===== config.mk =====
export PLATFORM = sky130hd
export DESIGN_NAME = tm_div_cell
export DESIGN_NICKNAME = d
export VERILOG_FILES = /design/src/design/tm_pkg.sv /design/src/design/tm_div_cell.sv
export SDC_FILE = /design/constraint.sdc
export NUM_CORES = 1
export LEC_CHECK = 0
export ABC_AREA = 1
export BUFFER_PORTS_ARGS = -buffer_cell sky130_fd_sc_hd__buf_2
export CORE_MARGIN = 2
export CORE_UTILIZATION = 35
export CTS_CLUSTER_DIAMETER = 40
export CTS_CLUSTER_SIZE = 25
export DETAILED_ROUTE_END_ITERATION = 8
export HOLD_SLACK_MARGIN = 0.06
export PLACE_DENSITY = 0.64
export SLEW_MARGIN = 20
export SYNTH_ARGS = -nofsm -noshare
export SYNTH_HDL_FRONTEND = slang
export SYNTH_SLANG_ARGS = --single-unit

===== constraint.sdc =====
create_clock -name clk -period 13.66 [get_ports clk]
set_input_delay 1.366 -clock clk [delete_from_list [all_inputs] [get_ports clk]]
set_output_delay 1.366 -clock clk [all_outputs]
set_load 0.01 [all_outputs]

===== src/design/tm_pkg.sv =====
`timescale 1ns / 1ps

package tm_pkg;

  // default fraction bits of the quantised curve coefficients
  localparam int FRAC_BITS_DEFAULT = 16;

  // channel widths
  localparam int IN_W   = 32;
  localparam int X_W    = 21;              // clamped input, 0 .. 16.0 in Q16.16
  localparam int X_FRAC = 16;
  localparam int OUT_W  = 17;              // unsigned Q1.16
  localparam int QUO_W  = 16;              // quotient bits from the divider cells
  localparam int P_W    = 30;              // a*x+b and c*x+d at 24 fraction bits
  localparam int P_FRAC = 24;
  localparam int ND_FRAC = 40;             // numerator / denominator fraction bits
  localparam int ND_W   = 51;              // numerator and denominator
  localparam int REM_W  = ND_W + 1;        // partial remainder after the shift
  localparam int CHANNELS = 3;

  localparam logic [X_W-1:0]   X_MAX   = X_W'(16) << X_FRAC;
  localparam logic [OUT_W-1:0] OUT_ONE = OUT_W'(1) << QUO_W;

  // coefficient hundredths: k = h / 100, rounded to nearest at frac fraction bits
  localparam int H_A = 251;
  localparam int H_B = 3;
  localparam int H_C = 243;
  localparam int H_D = 59;
  localparam int H_E = 14;

  function automatic longint unsigned coef(input int hundredths, input int frac);
    longint unsigned scaled;
    scaled = longint'(hundredths) << frac;
    return (scaled + 64'd50) / 64'd100;
  endfunction

  // one channel as it moves through the divider chain
  typedef struct packed {
    logic              sat;                // curve at or above 1.0
    logic [ND_W-1:0]   den;
    logic [REM_W-1:0]  rem;
    logic [QUO_W-1:0]  quo;
  } tm_div_t;

endpackage


===== src/design/tm_div_cell.sv =====
`timescale 1ns / 1ps

module tm_div_cell (
  input  logic                                   clk,
  input  logic                                   rst,
  input  logic                                   in_valid,
  output logic                                   in_ready,
  input  tm_pkg::tm_div_t [tm_pkg::CHANNELS-1:0] in_data,
  output logic                                   out_valid,
  input  logic                                   out_ready,
  output tm_pkg::tm_div_t [tm_pkg::CHANNELS-1:0] out_data
);

  tm_pkg::tm_div_t [tm_pkg::CHANNELS-1:0] step;

  assign in_ready = !out_valid || out_ready;

  // one restoring division step per channel
  always_comb begin
    for (int c = 0; c < tm_pkg::CHANNELS; c++) begin
      logic [tm_pkg::REM_W-1:0] shifted;
      logic [tm_pkg::REM_W-1:0] den_ext;
      logic                     take;
      shifted = {in_data[c].rem[tm_pkg::REM_W-2:0], 1'b0};
      den_ext = tm_pkg::REM_W'(in_data[c].den);
      take    = (shifted >= den_ext);
      step[c].sat = in_data[c].sat;
      step[c].den = in_data[c].den;
      step[c].rem = take ? (shifted - den_ext) : shifted;
      step[c].quo = {in_data[c].quo[tm_pkg::QUO_W-2:0], take};
    end
  end

  always_ff @(posedge clk) begin
    if (rst) begin
      out_valid <= 1'b0;
    end else if (in_ready) begin
      out_valid <= in_valid;
    end
  end

  always_ff @(posedge clk) begin
    if (in_ready) begin
      out_data <= step;
    end
  end

endmodule

=== Yosys cells after proc, flatten, opt, wreduce, memory -nomap -nowiden ===
Index checks and enable logic that the tools add are counted.

* Flip-flop bits (word level): 361
* Bits of input ports: 364
* Output and inout bits: 362
* Logic and storage cells: 27

* Add/sub/neg operators: 3
* $lt $le $gt $ge: 3
* Mux-type cells: 3
* Reductions and logical operators: 2

{| class="wikitable"
|+ Operators by type and width
! cell !! count
|-
| $ge 52x51->1 || 3
|-
| $mux 52 || 3
|-
| $sub 52x51->52 || 3
|-
| $logic_not 1->1 || 1
|-
| $logic_or 1x1->1 || 1
|}

=== Longest topological paths before layout ===
Gate-level depths: netlist (run 1).

* Depth in word-level cells: 2
* Depth in mapped cells: 17
* Depth with buffers taken out: 15

=== Least setup slack after synthesis (run 1) ===
No wires, ideal clock.

* Kind: input-to-output
* Start: in out_ready
* End: out in_ready
* Arrival time: 9.038 ns
* Required time: 12.294 ns
* Slack: 3.256 ns
* Stages: 2
* Cell sequence: inv_1 -> nand2_1

* Word-level cells in the longest chain between the ends: 1

{| class="wikitable"
|+ RTL lines
! item !! RTL line !! text
|-
| start: declaration || tm_div_cell.sv:10 || <nowiki>input logic out_ready,</nowiki>
|-
| $logic_or 1x1->1 || tm_div_cell.sv:16 || <nowiki>assign in_ready = !out_valid || out_ready;</nowiki>
|-
| end: declaration || tm_div_cell.sv:7 || <nowiki>output logic in_ready,</nowiki>
|}

No other way between the ends.

=== Final worst setup path (run 1) ===
* Start: in out_ready
* End: reg out_data[103] (netlist name), enable pin

* Word-level cells in the longest chain between the ends: 1

{| class="wikitable"
|+ RTL lines
! item !! RTL line !! text
|-
| $logic_or 1x1->1 || tm_div_cell.sv:16 ||
|-
| end signal: assignment || tm_div_cell.sv:44 || <nowiki>out_data <= step;</nowiki>
|-
| end: declaration || tm_div_cell.sv:11 || <nowiki>output tm_pkg::tm_div_t [tm_pkg::CHANNELS-1:0] out_data</nowiki>
|}

No other way between the ends.
A chain may end at the register's enable or synchronous reset.

==> impl_metrics.yaml, run 1 <==
status:
  status: "finished clean"
clock_network:
  htree_levels: 2
  cts_buffers: 58
  path_clk_slew_ns: 0.06
  clock_sinks: 361
  clockBufferDepth: 3
  clk-insertion-delay-late_ns: 0.63
  cts_tree: "done"
  post_cts_buffers: 0
  cts_hold_buffers: 0
  cts_root_buf: "clkbuf_16"
  cts.repair.resized: 0
placement:
  place_congestion: 0.976
  port_buffers: 719
  hpwlAfterDp_mm: 82.3
  place_ws_ns: 8.81
worst_setup_path:
  required_ns: 13.90
  end_kind: "flip-flop"
  start_kind: "primary input"
  worstPathArrival_ns: 4.49
  reg2reg_from: "out_valid"
  crit_type: "primary input to flip-flop"
  path_max_fanout: 84
  cp-startpoint: "out_ready"
sta:
  tns_ns: 0
  period_share_pct: 31.1
  min_period_ns: 4.25
  slew_violations: 0
  fin_skew_ns: 0.0294
  setup_viol: 0
  hold_violations: 0
  fmax_mhz: 235
  rsz0062_at_grt: "no"
  worst_pin_slew_ns: 1.05
  timing.slew.headroom_pct: 30.1
  setup_ws_ns: 9.41
die:
  die_h_um: 283
  ios: 726
  core_um2: 77100
  die-area_um2: 79800
  die_w_um: 283
  initial_core_util_pct: 35.2
  rows: 102
worst_hold_path:
  hold_class: "flip-flop to flip-flop"
  hp-start: "out_valid"
finish:
  drive_gt1_share_pct: 19.7
  final_core_util_pct: 44.1
  area_growth_pct: 25.2
  num-nets-final: 5143
yosys:
  syn_nets: 4387
  synth-seq-cells: 361
  yosysWarningCount: 0
  syn_area_um2: 27100
  syn_area_per_cell_um2: 7.02
  yosysSeqAreaShare_pct: 39.9
  ys_types: 37
  netlist_instances: 3867
pwr:
  switching_power_w: 0.00132
  p_clk_share_pct: 39.2
  internal-power_w: 0.00276
  peakVddDrop_v: 0.0000961
  power_density_nw_per_um2: 120
  seqPwrFrac_pct: 34.8
  pwr-share-comb_pct: 26.0
  power.static_leakage_nw: 18.8
  swShare_pct: 32.3
detailed_routing:
  viasPerCell: 4.56
  wirelength_mm: 97.4
  ant_nets: 0
  route.detailed.drc: 0
  first_pass_iters: 6
  vias: 26100
  wl_per_cell_um: 17.0
  drtIter0Drc: 1942
grt:
  antenna_found_initial: 15
  grt_pass1_vias: 24400
  grt_max_degree: 85
  overflow: 0
  grtUsageTotal_pct: 23.4
  grt_pass1_wl_mm: 142
run:
  drv_cap: 0
==> power groups by stage <==
| stage | clock [W] | combinational [W] | sequential [W] |
|---|---|---|---|
| global placement | 0 | 0.00105 | 0.00144 |
| CTS | 0.00163 | 0.00106 | 0.00142 |
| detailed placement | 0 | 0.00105 | 0.00144 |
| floorplan | 0 | 0.000559 | 0.00154 |
| finish | 0.00160 | 0.00106 | 0.00142 |
| global route | 0.00167 | 0.00117 | 0.00143 |
==> per-layer routing <==
layer / vias to the layer above / wire length [um] / GRT usage (%)
met5: - / 59 / 0
met4: 10 / 2720 / 7.14
met3: 137 / 6320 / 3.56
met2: 878 / 45500 / 39.5
met1: 11700 / 42800 / 30.9
li1: 13400 / - / -
==> registers in the layout, indices dropped and copies added (netlist names) <==
signal,flops
out_data,360
out_valid,1
==> logic make-up (layout without fill, tap and decap cells) <==
group | Yosys count | count (layout) | synth area share [%]
buf+inv | 900 | 1706 | 13.1
compound gates | 197 | 197 | 4.27
simple gates | 2167 | 2167 | 32.7
other cells | 0 | 9 | 0
fa+ha+maj | 156 | 156 | 7.27
xor+xnor | 86 | 86 | 2.77
flops | 361 | 361 | 39.9
==> worst paths after layout <==
path              slack, ns             to  cells after the start
hold / removal         0.88      out_valid                      2
setup / recovery       9.41  out_data[103]                      6
setup reg to reg       9.93  out_data[103]                      4
hold reg to reg        0.88      out_valid                      2
==> final cells by class <==
class | count | area (um^2)
inverter | 868 | 3260
clock buffer | 63 | 1510
tap | 1040 | 1300
clock inverter | 47 | 637
antenna | 9 | 22.5
multi-input combinational | 2606 | 12800
sequential | 361 | 10800
timing repair buffer | 728 | 3670
fill | 8126 | 43100
==> layout by cell type (no fill, tap or decap), drive strengths merged, types with 29 or more instances in the layout <==
cell type	n
nand2	1587
clkbuf	63
nand3b	41
nor2	274
o21ai	65
nor3	31
buf	728
ha	153
xnor2	50
edfxtp	360
nand4	29
nand3	188
a21oi	97
inv	884
xor2	36
==> worst max-delay path, stage by stage <==
cell     delay (ns)
buf_2          0.07
inv_1          0.05
nand2_4        0.38
buf_4          0.71
buf_4          0.74
buf_4          0.88
==> cells in the mapped netlist <==
cell type  count  share of area [%]
nor3_1        29               0.53
nand3b_1      40                1.1
o21ai_0       24               0.44
nor3_2         2              0.074
ha_1         153                7.1
inv_1        862                 12
or2_2          3              0.069
edfxtp_1     360                 40
nor2_4         4               0.17
nand3_2        4               0.15
dfxtp_1        1              0.074
buf_2          4              0.074
nor4_1         3              0.069
nand3_4        1              0.065
inv_2          5              0.069
xnor2_1       50                1.6
inv_4          1              0.023
xor2_1        36                1.2
nor2_2        26               0.60
a21oi_1       96                1.8
nand3b_2       1              0.041
buf_4          8               0.22
a21o_1         4               0.11
nor2_1       244                3.4
nand3_1      183                3.4
fa_1           3               0.22
o21ai_1       19               0.35
buf_6         20               0.83
nand2_1     1568                 22
nand4_1       29               0.67
o21ai_2       22               0.71
or2_0          3              0.069
and2_1         8               0.18
a21boi_0      11               0.30
o21bai_1      20               0.55
nand2_2       19               0.44
a21oi_2        1              0.032
==> through the flow <==
stage               hold slack, ns  power [W]  cells  cell area, um^2
CTS                          0.851    0.00411   5713            34000
floorplan                     1.44    0.00210   3867            27100
detailed placement           0.925    0.00250   5603            31800
finish                       0.883    0.00408   5722            34000
global route                 0.876    0.00428   5721            34000
global placement             0.898    0.00249   5603            31800
No activity file was read; power rests on OpenSTA's default activity.
==> run 2: changes to the inputs <==
ABC_AREA = 0   (was 1)
CORE_AREA = 2 2 286 288   (was unset)
CORE_MARGIN = unset   (was 2)
CORE_UTILIZATION = unset   (was 35)
DIE_AREA = 0 0 288 290   (was unset)
PLACE_DENSITY = 0.57   (was 0.64)
clock period = 3.7 ns   (was 13.66 ns; I/O delays follow)
==> run 2 against run 1 <==
  * Total power increased to 3.9 times the previous value
  * Clock power increased to 4.3 times the previous value
  * Largest cell class is now flip-flops and latches
  * First-iteration DRC count decreased by 42%
  * Sequential power increased to 3.7 times the previous value
  * Setup slack got worse by 9.3 ns
  * Design area decreased by 2.2%
  * Synthesized cell count decreased by 45%
  * Count of clock-buffer cells in the layout increased by 15
  * Combinational power increased to 3.7 times the previous value
  * Critical path depth increased by 9
==> impl_metrics.yaml, run 2 <==
finish:
  largest_reg_flops: 360
  drive_gt1_share_pct: 31.7
  multi_input_area_um2: 10200
  seqCellArea_um2: 10800
  n_fill_cell: 7840
  area_growth_pct: 51.3
  top_regs: "out_data x360, out_valid x1"
  final_area_um2: 33300
  regMostFlops: "out_data"
  num-nets-final: 3794
  final_core_util_pct: 41.5
  layout_commonest_cell: "buf_2"
  mostFrequentLayoutCells: "buf_2, edfxtp_1, dlygate4sd3_1"
yosys:
  yosysTopAreaCell: "edfxtp_1"
  synth_top_area_share_pct: 49.2
  dominantRegCellSynth: "edfxtp_1"
  synthArstFlopShare_pct: 0
  syn_area_per_cell_um2: 10.3
  netlist_instances: 2135
  yosysWarningCount: 0
  syn_nets: 2655
  synth_area_leaders: "edfxtp_1, ha_1, a21oi_1"
  synth_top_family_by_area: "compound AO/OA/AOI/OAI gates"
  syn_area_um2: 22000
  yosysMostFrequentCell: "edfxtp_1"
  netlist_top_cells_count: "edfxtp_1, a21oi_1, inv_1"
  yosysSeqAreaShare_pct: 49.3
  synth_xor_area_share_pct: 5.42
  synth-edff-count: 360
  muxShareOfSynthArea_pct: 0.951
  synth-compound-area-share_pct: 19.4
  synthAdderAreaFrac_pct: 8.98
  synth-seq-cells: 361
  ys_types: 88
  yosys.area_share.simple_pct: 11.1
pwr:
  p_total_w: 0.0160
  peakVddDrop_v: 0.000333
  power_density_nw_per_um2: 482
  power.static_leakage_nw: 15.2
placement:
  hpwlAfterDp_mm: 66.9
  placed_area_um2: 27700
  place_congestion: 0.920
  port_buffers: 719
  place_ws_ns: -0.102
detailed_routing:
  maxUsedRoutingLayer: "met5"
  drtIter0Drc: 1129
  wl_per_cell_um: 19.2
  wirelength_mm: 84.8
  first_pass_iters: 5
  route.met3.wl_mm: 6.78
  route.detailed.drc: 0
  ant_nets: 0
  viasPerCell: 4.72
  wl_met2_mm: 43.6
  vias: 20800
  wl_met1_mm: 32.5
status:
  status: "finished clean"
clock_network:
  htree_levels: 3
  cts_tree: "done"
  clockBufferDepth: 3
  clk-insertion-delay-late_ns: 0.62
  path_clk_slew_ns: 0.05
  clock_sinks: 361
  cts_root_buf: "clkbuf_16"
  cts_buffers: 77
worst_setup_path:
  path_max_fanout: 24
  cpMostUsedCell: "a21oi_2"
  critical_path_buf_inv_count: 5
  end_kind: "flip-flop"
  crit_type: "primary input to flip-flop"
  worstPathArrival_ns: 3.97
  cpPeakStageDelay_ns: 0.52
  start_kind: "primary input"
  crit_family: "compound AO/OA/AOI/OAI gates"
  cp_slowest_cell: "dlygate4sd3_1"
  required_ns: 4.07
  crit_path_cell_trace: "dlygate4sd3_1 > buf_2 > inv_1 > ha_1 > a21oi_2 > o221a_2 > o211ai_1 > a221o_1 > a31o_2 > a21oi_2 > o311ai_2 > a21oi_4 > buf_12 > buf_4 > o41ai_1"
sta:
  fin_skew_ns: 0.0276
  worst_pin_slew_ns: 0.967
  min_period_ns: 3.61
  slew_violations: 0
  setup_viol: 0
  timing.hold.ws_ns: 0.101
  hold_violations: 0
  timing.slew.headroom_pct: 35.5
  fmax_mhz: 277
  setup_ws_ns: 0.0948
  period_share_pct: 97.4
grt:
  grt_pass1_wl_mm: 125
  grt_max_degree: 48
  antenna_found_initial: 24
  grt_pass1_vias: 21200
  overflow: 0
  grtUsageTotal_pct: 19.5
run:
  drv_cap: 0
die:
  initial_core_util_pct: 27.4
  die_h_um: 290
  ios: 726
  die-area_um2: 83500
  die_w_um: 288
  core_um2: 80200
  rows: 104
worst_hold_path:
  hold_class: "primary input to flip-flop"
-- run 2: changes by cell type after synthesis, moves of 93 or more --
cell     delta
a21o_1     +93
a21oi_1   +145
inv_1     -671
nand2_1  -1387
nand3_1   -141
nor2_1     -97
o21ai_0   +110
-- run 2: path summary, 6_finish.rpt --
| path | endpoint | slack [ns] | from | cells after the start |
|---|---|---|---|---|
| setup / recovery | out_data[265] | 0.09 | in_data[310] | 15 |
| hold reg to reg | out_data[322] | 1.26 | out_valid | 1 |
| setup reg to reg | out_valid | 1.60 | out_valid | 4 |
| hold / removal | out_data[141] | 0.10 | in_data[140] | 3 |
-- run 2: what timing repair did --
action                                 CTS  global route
hold buffers                           275             0
setup buffers                            0             8
setup endpoints to repair                0            78
endpoints found under the hold margin  274             0
resized for setup                        0            23
-- run 2: report_power, final --
group          leakage (nW)  total, W  internal, W  switching (W)
combinational          10.2   0.00389      0.00169        0.00220
sequential             3.74   0.00529      0.00514       0.000141
clock                  1.25   0.00686      0.00418        0.00268
-- run 2: final cells by class --
class | count | share of cell area [%]
flip-flops and latches | 361 | 32.6
multi-input cells | 1506 | 30.6
repair buffers | 1136 | 22.8
clock buffers | 78 | 5.81
well taps | 1060 | 3.99
inverters | 192 | 2.17
clock inverters | 65 | 2.01
diodes | 6 | 0.0452
-- run 2: tightest hold or removal path, delay by kind of cell --
kind,cells,cell delay (ns)
buffers and inverters,1,0.09
AND/OR/NAND/NOR,1,0.04
AO/OA/AOI/OAI,1,0.10
-- run 2: metal layers --
metal / vias up / GRT usage [%]
met5: - / 0
met4: 24 / 4.92
met3: 144 / 5.77
li1: 10200 / -
met1: 9751 / 21.4
met2: 693 / 36.2
-- run 2: through the flow --
step | std cells | setup TNS [ns]
2_1_floorplan | 2135 | 0
3_3_place_gp | 3973 | -0.706
3_5_place_dp | 3973 | -1.34
4_1_cts | 4391 | 0
5_1_grt | 4400 | -0.0157
6_report | 4404 | 0
-- run 2: cell families after synthesis --
| family | Yosys count |
|---|---|
| adder cells (fa/ha/maj) | 156 |
| AND/OR/NAND/NOR | 523 |
| XOR/XNOR | 136 |
| buffers and inverters | 268 |
| multiplexers | 19 |
| AO/OA/AOI/OAI | 672 |
| flip-flops | 361 |
